==> src/rtl/sea_pkg.sv <==
// Shared types, type codes and helper functions for the saturating element-wise ALU.
package sea_pkg;

  localparam int unsigned NumCells = 32;

  typedef enum logic [1:0] {
    OP_ADD = 2'd0,
    OP_SUB = 2'd1,
    OP_MUL = 2'd2,
    OP_DIV = 2'd3
  } op_e;

  typedef enum logic [1:0] {
    REG_OPERATION = 2'd0,
    REG_SOURCE    = 2'd1,
    REG_DEST      = 2'd2
  } reg_idx_e;

  // Type codes: 0 u8, 1 s8, 2 u16, 3 s16, 4 u32, 5 s32; 6 and 7 act as s32.
  typedef logic [2:0] type_code_t;

  // Data carried from cell to cell down the chain.
  typedef struct packed {
    logic        valid;
    logic        is_div;
    logic        neg;
    logic [63:0] mag;
    logic [31:0] den;
    logic [32:0] rem;
  } cell_data_t;

  function automatic logic [5:0] type_width(input type_code_t t);
    logic [5:0] w;
    if (t[2]) begin
      w = 6'd32;
    end else if (t[1]) begin
      w = 6'd16;
    end else begin
      w = 6'd8;
    end
    return w;
  endfunction

  function automatic logic type_signed(input type_code_t t);
    return t[0] | (t[2] & t[1]);
  endfunction

endpackage

==> src/rtl/sea_div_cell.sv <==
// One restoring-division step cell; other operations pass through unchanged.
module sea_div_cell (
  input  logic                clk_i,
  input  logic                rst_ni,
  input  logic                en_i,
  input  sea_pkg::cell_data_t data_i,
  output sea_pkg::cell_data_t data_o
);

  logic [32:0] trial;
  logic [33:0] diff;
  sea_pkg::cell_data_t d, q;

  always_comb begin
    d     = data_i;
    trial = {data_i.rem[31:0], data_i.mag[31]};
    diff  = {1'b0, trial} - {2'b00, data_i.den};
    if (data_i.is_div) begin
      d.mag[31:0] = {data_i.mag[30:0], ~diff[33]};
      d.rem       = diff[33] ? trial : diff[32:0];
    end
  end

  always_ff @(posedge clk_i or negedge rst_ni) begin
    if (!rst_ni) begin
      q <= '0;
    end else if (en_i) begin
      q <= d;
    end
  end

  assign data_o = q;

endmodule

==> config.mk <==
export PLATFORM = sky130hd
export DESIGN_NAME = sea_div_cell
export DESIGN_NICKNAME = d
export VERILOG_FILES = /design/src/rtl/sea_pkg.sv /design/src/rtl/sea_div_cell.sv
export SDC_FILE = /design/constraint.sdc
export NUM_CORES = 1
export LEC_CHECK = 0
export ABC_CLOCK_PERIOD_IN_PS = 800
export BUFFER_PORTS_ARGS = -buffer_cell sky130_fd_sc_hd__buf_4
export CAP_MARGIN = 10
export CORE_ASPECT_RATIO = 2
export CORE_MARGIN = 10
export CORE_UTILIZATION = 46
export DETAILED_ROUTE_END_ITERATION = 7
export PLACE_DENSITY = 0.78
export SYNTH_ARGS = -nofsm -noshare
export SYNTH_HDL_FRONTEND = slang
export SYNTH_SLANG_ARGS = --single-unit
==> constraint.sdc <==
create_clock -name clk_i -period 0.8 [get_ports clk_i]
set_input_delay 0.16 -clock clk_i [delete_from_list [all_inputs] [get_ports clk_i]]
set_output_delay 0.16 -clock clk_i [all_outputs]
set_load 0.02 [all_outputs]
# Word level (Yosys, flattened, before mapping)
# Index checks and enable logic that the tools add are counted.
# classes
bitwise_logic	1
n_mux	3
add_sub_neg	1
# op_table
op	count
2-to-1 mux 33 bit	2
subtractor 33 x 32 -> 34 bit	1
2-to-1 mux 32 bit	1
inverter 1 bit	1
# totals
reg_bits	132
inputBits	135
elab_cells	11

# Longest topological paths before layout
# logic_depth
ltp_word	3
depth_mapped	14
mapped_depth_nobuf	12

# Worst setup path after synthesis
# No wires, ideal clock.
# synth_path
path_kind	input -> register
start	input data_i[62] (netlist bit)
end	register q (netlist bit data_o[3])
path_buffers	3
t_arrival_ns	2.140
path_slack_ns	-1.435
cell_stages	14
cell_sequence	inv_1 -> ha_1 -> buf_6 -> a21o_1 -> or4_1 -> a31oi_1 -> a32oi_1 -> a31oi_1 -> buf_6 -> buf_6 -> nand3_1 -> nand3_1 -> o21ai_0 -> o31ai_1
# synth_between
elab_chain_cells	3
# synth_lines
item	line_no	text
start, declared	sea_div_cell.sv:6	input sea_pkg::cell_data_t data_i,
subtractor 33 x 32 -> 34 bit	sea_div_cell.sv:17	diff = {1'b0, trial} - {2'b00, data_i.den};
2-to-1 mux 33 bit	sea_div_cell.sv:20	d.rem = diff[33] ? trial : diff[32:0];
2-to-1 mux 33 bit	sea_div_cell.sv:18	if (data_i.is_div) begin
end signal, assigned	sea_div_cell.sv:26	q <= '0;
end signal, assigned	sea_div_cell.sv:28	q <= d;
end, declared	sea_div_cell.sv:12	sea_pkg::cell_data_t d, q;
# Every way passes these cells.
# A chain may end at the register's enable or synchronous reset.

# Worst setup path in the final report
# layout_path
start	input data_i[36] (netlist bit)
end	register q (netlist bit data_o[7])
# Same word-level chain as after synthesis.

==> flow_summary_export.csv <==
group,metric,value,unit
floorplanning,die_w,110,microns
cells_and_area,register_area,3300,sq um
timing,setup_viol,238,
timing,worst_pin_slew,670,ps
drt,via_per_inst,6.79,
critical_path,critPathMaxFanout,4,
drt,dr.pass1.iters,8,
placement,place_ws,-1770,ps
clock_tree,cts_tree,"built",
cells_and_area,drive_gt1_share,59.9,%
power,switching_share,35.4,%
critical_path,rr_startpoint,"data_o[75]",
timing,finalCritPeriodShare,356,%
drt,route.vias.total,10400,
synthesis,synth_top_area_share,44.2,%
grt,busiest_layer,"met2",
critical_path,cp_slowest_cell,"xor2_1",
timing,finalHoldViolations,0,
timing,setup_ws,-2050,ps
timing,min_period,2850,ps
cells_and_area,fillCellCount,359,
timing,clock_skew,0,ps
synthesis,syn_avg_cell_area,10.1,sq um
power,leakage,7.15,nW
floorplanning,start_util,47.1,%
grt,grt_pass1_vias,9825,
power,pwr-share-seq,28.4,%
drt,wl_per_cell,34.7,microns
timing,finalMaxSlewViolations,0,
clock_tree,path_clk_slew,70,ps
synthesis,syn_inst,739,
clock_tree,cts.sinks,132,
timing,holdWs,82.9,ps
synthesis,synth_area_leaders,"dfrtp_1 44%, mux2_2 9.9%, ha_1 5.4%, a21oi_1 5.2%, mux2i_1 4.3%",
grt,grt_pass1_wl,56600,microns
drt,remaining_drc_errors,4,
grt,grt_start_max_net_pins,43,
synthesis,synth_ff_type,"dfrtp_1",
flow_run,drv_cap,0,
cells_and_area,multiInputGateArea,4930,sq um
timing,relSlewSlack,54.1,%
critical_path,start_kind,"input pin",
cells_and_area,area_growth,102,%
synthesis,ys_async_sr_fraction,100,%
critical_path,worstSetupPathType,"input pin to register",
power,ir_drop,0.00197,V
clock_tree,insertion_delay,440,ps
clock_tree,htree_levels,4,
drt,drtIter0Drc,1427,
grt,globalRouteMet2Util,61.3,%
grt,antenna_found_initial,3,
cells_and_area,final_nets,1488,
synthesis,synth_edf_count,0,
placement,place_inst,1329,
critical_path,end_kind,"register",
cells_and_area,instances_no_fill,1537,
grt,gr-usage-met1,30.9,%
floorplanning,fp.dieH,200,microns
floorplanning,die-area,22100,sq um
floorplanning,top_level_ports,267,
synthesis,synthesis.nets,907,
critical_path,cpMostUsedCell,"buf_4",
drt,ant_nets,0,
floorplanning,core-area,15900,sq um
status,violations,"design-rule violations, negative setup slack",
critical_path,critical_path.cell_chain,"buf_4, inv_1, ha_1, o21ai_1, a21oi_4, o21ai_0, nand2b_1, a21o_1, a21oi_1, buf_4, xor2_1, o22ai_1",
clock_tree,cts-buffers-inserted,17,
placement,place.gp.congestion,0.930,
clock_tree,cts_buffer_depth,2,
power,comb_power_share,40.1,%
worst_hold_path,hold_path.startpoint,"data_i[70]",
clock_tree,ctsRootBufferMaster,"clkbuf_16",
synthesis,ys_seq_area_share,44.2,%
placement,hpwl,21600,microns
cells_and_area,largest_reg_flops,132,
worst_hold_path,hold_path_class,"input pin to register",
power,internal_power,18.8,mW
drt,routed_wl,53400,microns
critical_path,cp.arrival,3150,ps
grt,use_met3,7.65,%
placement,port-buffer-count,266,
floorplanning,core.rowCount,65,
critical_path,critPathMaxStageDelay,450,ps
synthesis,netlist_area,7470,sq um
timing,rsz0062_at_grt,"yes",
synthesis,ys_ff_latch,132,
timing,clock.fmax,351,MHz
grt,grt_overflow,0,
grt,grtUsageTotal,33.6,%
critical_path,critical_path_required,1100,ps
synthesis,synth_top_cell_by_area,"dfrtp_1",
cells_and_area,fin_util,95.3,%
timing,fin_setup_tns,-109360,ps
power,power-per-cell-area,1930,nW/um^2
power,switchingPower,10.3,mW
synthesis,ys.warnings.count,0,
power,clockPowerShare,31.5,%
synthesis,yosysUniqueCellTypes,57,
critical_path,critPathLaunch,"data_i[36]",
status,status,"finished, violations left",
cell usage after synthesis, types with 19 or more instances:
library cell and instances:
nand2_1 19, ha_1 32, o21ai_0 33, o22ai_1 20
clkbuf_1 26, a21oi_1 78, nor2b_1 23, dfrtp_1 132
inv_1 45, mux2_2 66, nor2_1 65, mux2i_1 32
critical path: cells and delay by family:
family                     cells  cell delay [ps]
AOI/OAI and AO/OA              6             1460
xor gates and xnor gates       1              450
adders and majority gates      1              300
buffers and inverters          3              410
and+or+nand+nor                1              350
cell type report:
type                            instances  area share (%)
Inverter                               45            1.25
Clock buffer                           19            2.93
Sequential cell                       132            21.9
Antenna cell                            3          0.0497
Clock inverter                         13            1.35
Multi-Input combinational cell        518            32.6
Tap cell                              201            1.66
Timing Repair Buffer                  606            38.2
per-stage QoR:
| stage | area [sq um] | total power [mW] |
|---|---|---|
| after detailed placement | 11300 | 15.4 |
| after floorplan | 7990 | 11.7 |
| after global placement | 11300 | 15.2 |
| after global routing | 15100 | 29.6 |
| after CTS | 14000 | 26.0 |
| final | 15100 | 29.2 |
power by group through the flow:
stage	clock network (mW)	registers [mW]	logic, mW
detailed placement	0	8.00	7.40
CTS	8.80	8.01	9.19
finish	9.19	8.29	11.7
global placement	0	7.96	7.25
floorplan	0	8.90	2.84
global route	9.33	8.31	11.9
placed cells by master (no fill, tap or decap), types with 14 or more instances in the layout:
master / count
mux2_4: 42
mux2_2: 24
buf_6: 199
a21oi_1: 45
buf_4: 317
nor2_1: 48
clkbuf_16: 20
dlygate4sd3_1: 63
nor2b_1: 21
a21oi_2: 30
mux2i_1: 30
dfrtp_1: 131
nand2_1: 14
inv_1: 36
ha_4: 19
xnor2_1: 16
buf_12: 20
cell families (layout without fill, tap and decap cells):
family	count (synthesis)	in the layout	synth area share (%)
compound gates	200	200	16.8
xor+xnor	27	27	3.16
fa+ha+maj	33	33	5.63
simple gates	160	160	10.4
flops	132	132	44.2
mux	98	98	14.2
buf+inv	89	683	5.61
other cells	0	3	0
path summary, 6_finish.rpt:
kind                               to  slack (ps)  depth (start not counted)
setup reg to reg           data_o[75]        -440                          4
min in group asynchronous  data_o[49]         120                          2
setup / recovery            data_o[7]       -2050                         12
hold / removal             data_o[71]          80                          3
hold reg to reg            data_o[97]         540                          1
max in group asynchronous  data_o[44]         190                          3
routing by layer:
metal	routed length [microns]	part of all wire, %
met1	15200	29
met3	6870	13
met4	6540	12
met2	24700	46
met5	13	0.024
what timing repair did:
item | 4_1_cts | 5_1_grt
endpoints found under the hold margin | 197 | 0
buffers inserted | 63 | 55
pin swaps | 25 | 29
cloned | 1 | 4
endpoints found under the setup margin | 166 | 226
resized for setup | 229 | 159
hold buffers | 66 | 0
No activity file was read; power rests on OpenSTA's default activity.
