==> config.mk <==
export PLATFORM = sky130hd
export DESIGN_NAME = sea_front
export DESIGN_NICKNAME = d
export VERILOG_FILES = /design/src/rtl/sea_pkg.sv /design/src/rtl/sea_front.sv
export SDC_FILE = /design/constraint.sdc
export NUM_CORES = 2
export LEC_CHECK = 0
export ABC_AREA = 1
export BUFFER_PORTS_ARGS = -buffer_cell sky130_fd_sc_hd__buf_2
export CORE_ASPECT_RATIO = 0.7
export CORE_MARGIN = 2
export CORE_UTILIZATION = 51
export CTS_CLUSTER_DIAMETER = 30
export DETAILED_ROUTE_END_ITERATION = 8
export PLACE_DENSITY = 0.68
export SLEW_MARGIN = 20
export SYNTH_ARGS = -nofsm -noshare
export SYNTH_HDL_FRONTEND = slang
export SYNTH_SLANG_ARGS = --single-unit
==> constraint.sdc <==
create_clock -name clk_i -period 1.7 [get_ports clk_i]
set_clock_uncertainty 0.1 [all_clocks]
set_input_delay 0.255 -clock clk_i [delete_from_list [all_inputs] [get_ports clk_i]]
set_output_delay 0.255 -clock clk_i [all_outputs]
set_load 0.005 [all_outputs]
==> src/rtl/sea_pkg.sv <==
// Shared types, type codes and helper functions for the saturating element-wise ALU.
package sea_pkg;

  localparam int unsigned NumCells = 32;

  typedef enum logic [1:0] {
    OP_ADD = 2'd0,
    OP_SUB = 2'd1,
    OP_MUL = 2'd2,
    OP_DIV = 2'd3
  } op_e;

  typedef enum logic [1:0] {
    REG_OPERATION = 2'd0,
    REG_SOURCE    = 2'd1,
    REG_DEST      = 2'd2
  } reg_idx_e;

  // Type codes: 0 u8, 1 s8, 2 u16, 3 s16, 4 u32, 5 s32; 6 and 7 act as s32.
  typedef logic [2:0] type_code_t;

  // Data carried from cell to cell down the chain.
  typedef struct packed {
    logic        valid;
    logic        is_div;
    logic        neg;
    logic [63:0] mag;
    logic [31:0] den;
    logic [32:0] rem;
  } cell_data_t;

  function automatic logic [5:0] type_width(input type_code_t t);
    logic [5:0] w;
    if (t[2]) begin
      w = 6'd32;
    end else if (t[1]) begin
      w = 6'd16;
    end else begin
      w = 6'd8;
    end
    return w;
  endfunction

  function automatic logic type_signed(input type_code_t t);
    return t[0] | (t[2] & t[1]);
  endfunction

endpackage

==> src/rtl/sea_front.sv <==
// Operand decode, add, subtract and multiply, feeding the head of the divider chain.
module sea_front (
  input  logic                clk_i,
  input  logic                rst_ni,
  input  logic                en_i,
  input  logic                valid_i,
  input  logic [31:0]         left_i,
  input  logic [31:0]         right_i,
  input  sea_pkg::op_e        op_i,
  input  sea_pkg::type_code_t src_i,
  output sea_pkg::cell_data_t data_o
);

  logic [5:0]         w;
  logic               sgn;
  logic [31:0]        mask;
  logic [31:0]        va, vb;
  logic signed [32:0] a, b;
  logic signed [33:0] res;
  logic               na, nb;
  logic [31:0]        ma, mb;
  sea_pkg::cell_data_t d, q;

  always_comb begin
    w    = sea_pkg::type_width(src_i);
    sgn  = sea_pkg::type_signed(src_i);
    mask = (w == 6'd32) ? 32'hFFFF_FFFF : ((32'd1 << w[4:0]) - 32'd1);
    va   = left_i & mask;
    vb   = right_i & mask;
    a    = {1'b0, va};
    b    = {1'b0, vb};
    if (sgn && va[w[4:0] - 5'd1]) begin
      a = $signed({1'b0, va}) - $signed({1'b0, mask}) - 33'sd1;
    end
    if (sgn && vb[w[4:0] - 5'd1]) begin
      b = $signed({1'b0, vb}) - $signed({1'b0, mask}) - 33'sd1;
    end
    na = a[32];
    nb = b[32];
    ma = na ? 32'(-a) : a[31:0];
    mb = nb ? 32'(-b) : b[31:0];
    res = (op_i == sea_pkg::OP_SUB) ? (34'(a) - 34'(b)) : (34'(a) + 34'(b));

    d.valid  = valid_i;
    d.is_div = 1'b0;
    d.den    = mb;
    d.rem    = '0;
    case (op_i)
      sea_pkg::OP_ADD, sea_pkg::OP_SUB: begin
        d.neg = res[33];
        d.mag = {30'd0, (res[33] ? 34'(-res) : res)};
      end
      sea_pkg::OP_MUL: begin
        d.mag = 64'(ma) * 64'(mb);
        d.neg = na ^ nb;
      end
      default: begin
        // A zero divisor gives zero and skips the chain's subtract steps.
        d.is_div = (mb != 32'd0);
        d.neg    = na ^ nb;
        d.mag    = (mb != 32'd0) ? {32'd0, ma} : 64'd0;
      end
    endcase
  end

  always_ff @(posedge clk_i or negedge rst_ni) begin
    if (!rst_ni) begin
      q <= '0;
    end else if (en_i) begin
      q <= d;
    end
  end

  assign data_o = q;

endmodule

### Word level (Yosys, flattened, before mapping)

Index checks and enable logic that the tools add are counted.

* flip-flop bits (word level): 99
* input bits: 73
* output and inout bits: 132
* logic and storage cells: 49

* add/subtract/negate cells: 11
* $mul: 1
* $lt $le $gt $ge: 1
* eq/ne operators: 3
* shift operators: 1
* multiplexer cells: 16
* bitwise gates (word level): 5
* reductions and logical operators: 6

Operators with widths (count)
* 65-bit one-hot mux with 2 select lines: 1
* 32-bit 2-to-1 mux: 4
* 34-bit 2-to-1 mux: 2
* 33-bit 2-to-1 mux: 2
* 32-bit by 32-bit subtractor with 33-bit output: 2
* 33-bit by 2-bit subtractor with 33-bit output (second input constant): 2
* 32-bit AND: 2
* 32-bit by 32-bit multiplier with 64-bit output: 1
* 32-bit negation: 2
* 33-bit by 33-bit adder with 34-bit output: 1
* 34-bit negation: 1
* 33-bit by 33-bit subtractor with 34-bit output: 1
* 32-bit nonzero test: 1
* 1-bit by 5-bit left shift with 32-bit output (first input constant): 1
* 32-bit by 1-bit subtractor with 32-bit output (second input constant): 1
* 1-bit binary-select mux with 5-bit select: 2
* 6-bit equality test (second input constant): 1
* 5-bit by 6-bit < comparator with 1-bit output (second input constant): 1
* 6-bit 2-to-1 mux: 1
* 5-bit 2-to-1 mux: 1
* 5-bit by 1-bit subtractor with 5-bit output (second input constant): 1
* 1-bit 2-to-1 mux: 3
* 3-bit OR reduction: 1
* 2-bit by 1-bit equality test with 1-bit output (second input constant): 1
* other kinds (7): 8

### Longest topological paths before layout

* depth in word-level cells: 15
* depth in mapped cells: 58

### Worst setup path before layout

Ideal clock, no wire load.

* path kind: input to register
* start: in src_i[2]
* end: reg q (netlist bit data_o[126])
* library setup time: 0.127 ns
* data arrival time: 9.648 ns
* required time: 1.473 ns
* path slack: -8.175 ns
* stages on the path: 51
* cells stage by stage: nor2_4 -> inv_2 -> clkbuf_1 -> clkbuf_1 -> ha_1 -> nand2_4 -> nand3_2 -> nand3_2 -> nand4_2 -> buf_4 -> nand2_1 -> inv_1 -> clkbuf_1 -> ha_1 -> nand4_2 -> nor2_2 -> xor2_1 -> nand2_1 -> (+15 left out) -> fa_1 -> inv_1 -> ha_1 -> nand2_1 -> nor2_1 -> inv_1 -> nor2_1 -> nand3_1 -> nand3_1 -> a21oi_1 -> nor3_1 -> nand2_1 -> nand2_1 -> nand2_1 -> nand2_1 -> nand3_1 -> a21oi_1 -> o21ai_0

* longest elaborated chain between the ends: 13

RTL lines
* start: declaration: RTL line sea_front.sv:10 `input sea_pkg::type_code_t src_i,`
* parallel branches: the longest is 11 deep, another holds 32-bit by 32-bit subtractor with 33-bit output
* 32-bit by 32-bit multiplier with 64-bit output (*): RTL line sea_front.sv:54 `d.mag = 64'(ma) * 64'(mb);`
* 65-bit one-hot mux with 2 select lines (*): RTL line sea_front.sv:48 `case (op_i)`
* end signal: assignment: RTL line sea_front.sv:68 `q <= '0;`
* end signal: assignment: RTL line sea_front.sv:70 `q <= d;`
* end: declaration: RTL line sea_front.sv:22 `sea_pkg::cell_data_t d, q;`

Mark *: on every way between the ends. The select of a mux whose other input is x is not followed.
A chain may end at the register's enable or synchronous reset.

### Final worst setup path

* start: in src_i[1]
* end: reg q (netlist bit data_o[123])

* longest elaborated chain between the ends: 14

RTL lines (RTL line)
* parallel branches: the longest is 12 deep, another holds 32-bit by 32-bit subtractor with 33-bit output
* 32-bit by 32-bit multiplier with 64-bit output (*): sea_front.sv:54
* 65-bit one-hot mux with 2 select lines (*): sea_front.sv:48

Marks and branches as above.

==> results.yml <==
floorplanning:
  die_w_um: 358.5
  start_util_pct: 51.75
  ios: 205
  dieHeight_um: 252.2
  row_count: 90
  dieArea_um2: 90410
  coreArea_um2: 86710
grt:
  grt_antenna_before_repair: 8
  grt_pass1_vias: 46413
  grt_start_max_net_pins: 85
  grt_pass1_wl_um: 301300
  grt_util_all_layers_pct: 46.07
  overflow: 0
route:
  first_pass_iters: 7
  vias_per_cell: 5.627
  drcViolationCount: 0
  vias: 49014
  drt_iter0_drc: 6576
  detail-route-antenna-nets: 0
  wl_per_cell_um: 24.88
  wl_um: 216700
clocking:
  htree_num_levels: 3
  worst_skew_pair.late_latency_ns: 0.40
  cts_tree: "yes"
  cts_buffers: 9
  clock_sinks: 99
  clk_pin_slew_ns: 0.10
  cts-root-buf: "clkbuf_16"
  cts_max_path_buffers: 2
placement:
  portBuffers: 171
  dp_slack_ns: -8.149
  gp_congestion: 1.072
  hpwl_um: 175200
worst_setup_path:
  reg2reg_depth: 2
  critPathSlowestCell: "fa_2"
  crit_required_ns: 1.89
  startpoint_type: "input pin"
  critPathMaxFanout: 8
  r2r-start: "data_o[65]"
  endpoint_kind: "flip-flop"
  crit_type: "input pin to flip-flop"
  rrSetupSlack_ns: 0.68
  crit_top_cell: "nand2_4"
  worstPathArrival_ns: 9.56
  critPathMaxStageDelay_ns: 0.65
  reg2reg_to: "data_o[65]"
timing:
  worst_slack_ns: -7.675
  worst_pin_slew_ns: 0.5411
  max_freq_ghz: 0.1067
  timing.final.crit_share_pct: 551.5
  hold_slack_ns: 0.2748
  slew_headroom_pct: 63.81
  rsz0062_at_grt: "yes"
  timing.setup.tns_ns: -465.67
  period_needed_ns: 9.375
  finalMaxSlewViolations: 0
  finalSetupViolations: 98
  hold_violations: 0
final_layout:
  fillers: 6591
  area_growth_pct: 43.16
  fin_nets: 8822
  largest_register_ffs: 99
  drive_gt1_share_pct: 35.46
  final_core_util_pct: 74.09
logic_synthesis:
  synth.top_cell.area_share_pct: 40.02
  synthCells: 6196
  syn_area_per_cell_um2: 7.242
  yosysTopAreaCell: "fa_1"
  synth_warnings: 0
  ys.flop_type: "dfrtp_1"
  ys_ff_latch: 99
  syn_area_um2: 44870
  synthTopCellsByArea: "fa_1, nand2_1, inv_1, ha_1, nor2_1"
  synth_edf_count: 0
  seq_area_frac_synth_pct: 5.521
  synthDistinctLibCells: 56
  async_flop_share_pct: 100.0
hold_path:
  hp-class: "input pin to async pin"
flow_run:
  max_cap_viol_count: 0
status:
  violations: "negative setup slack"
  status: "finished with violations"
[per-layer routing]
layer,vias to the layer above,share of wire [%],global-route usage (%)
li1,20931,-,-
met2,3658,37,57.49
met1,23878,40,68.28
met4,14,3.6,9.619
met5,-,0.090,0.8649
met3,533,19,25.47
[cells by family (layout without fill, tap and decap cells)]
kind of cell | Yosys count | count (layout) | synth area share (%)
fa+ha+maj | 1199 | 1199 | 48.44
simple gates | 2739 | 2739 | 25.04
flops | 99 | 99 | 5.521
buf+inv | 1693 | 3020 | 14.83
other cells | 1 | 39 | 0.008357
xor+xnor | 51 | 51 | 1.037
compound gates | 414 | 414 | 5.128
[cells in the mapped netlist (4+ instances only)]
library cell / number
nand2_1: 1528
inv_1: 1391
fa_1: 897
nor2_1: 751
ha_1: 302
nand3_1: 276
o21ai_0: 173
a21oi_1: 149
clkbuf_1: 147
dfrtp_1: 99
buf_2: 61
nand4_1: 47
buf_4: 41
a31oi_1: 30
nor3_1: 30
xor2_1: 28
xnor2_1: 22
nor2_2: 21
inv_2: 19
nand3_2: 19
nand2_2: 18
clkinv_1: 14
a21o_1: 11
and2_1: 11
buf_1: 11
buf_6: 9
nand3b_1: 9
o21ai_1: 9
o21a_1: 8
o21bai_1: 7
nor2_4: 6
o211ai_1: 6
o31ai_1: 6
or2_2: 6
a221oi_1: 4
[layout make-up]
class	count	area, µm²	share of cell area (%)
inverter	1424	5558	8.652
clock buffer	10	239.0	0.3720
sequential	99	2477	3.856
multi-input combinational	4436	40710	63.38
tap	1150	1439	2.240
timing repair buffer	1580	13730	21.37
antenna	6	15.01	0.02337
clock inverter	6	70.07	0.1091
[timing repair]
action / 4_1_cts / 5_1_grt
cloned: 4 / 6
buffers inserted: 102 / 127
resized for setup: 617 / 785
endpoints found under the setup margin: 98 / 98
hold buffers: 2 / 0
pin swaps: 192 / 310
endpoints found under the hold margin: 100 / 0
[critical path: cells and delay by family]
family	cells	cell delay, ns
and+or+nand+nor	13	1.27
AOI/OAI and AO/OA	8	1.53
adders and majority gates	10	4.72
buffers and inverters	15	1.73
[cells in the final DEF (no fill, tap or decap), drive strengths merged, types with 2 or more instances in the layout]
cell,instances
a21o,11
a21oi,149
a221oi,4
a31oi,30
and2,11
buf,1572
clkbuf,16
clkinv,16
clkinvlp,10
conb,33
dfrtp,99
diode,6
dlygate4sd3,2
fa,897
ha,302
inv,1404
nand2,1549
nand3,297
nand3b,9
nand4,51
nor2,778
nor3,30
nor4,2
o211ai,7
o21a,8
o21ai,186
o21bai,8
o31ai,7
or2,7
or3,2
xnor2,22
xor2,29
[worst max-delay path by stage]
stage | depth (start not counted) | from | endpoint
6_report | 46 | src_i[1] | data_o[123]
5_1_grt | 48 | src_i[1] | data_o[123]
4_1_cts | 48 | src_i[1] | data_o[117]
3_5_place_dp | 50 | src_i[1] | data_o[124]
3_3_place_gp | 46 | src_i[1] | data_o[111]
2_1_floorplan | 55 | src_i[1] | data_o[122]
[per-stage QoR]
| step | cell area (µm²) | std cells |
|---|---|---|
| 3_3_place_gp | 56940 | 8467 |
| 6_report | 64240 | 8711 |
| 5_1_grt | 64230 | 8705 |
| 3_5_place_dp | 56940 | 8467 |
| 2_1_floorplan | 46210 | 6228 |
| 4_1_cts | 60300 | 8589 |
Power is not shown: default switching activity piles up to over one toggle a cycle in this logic, so the estimate is an artifact.
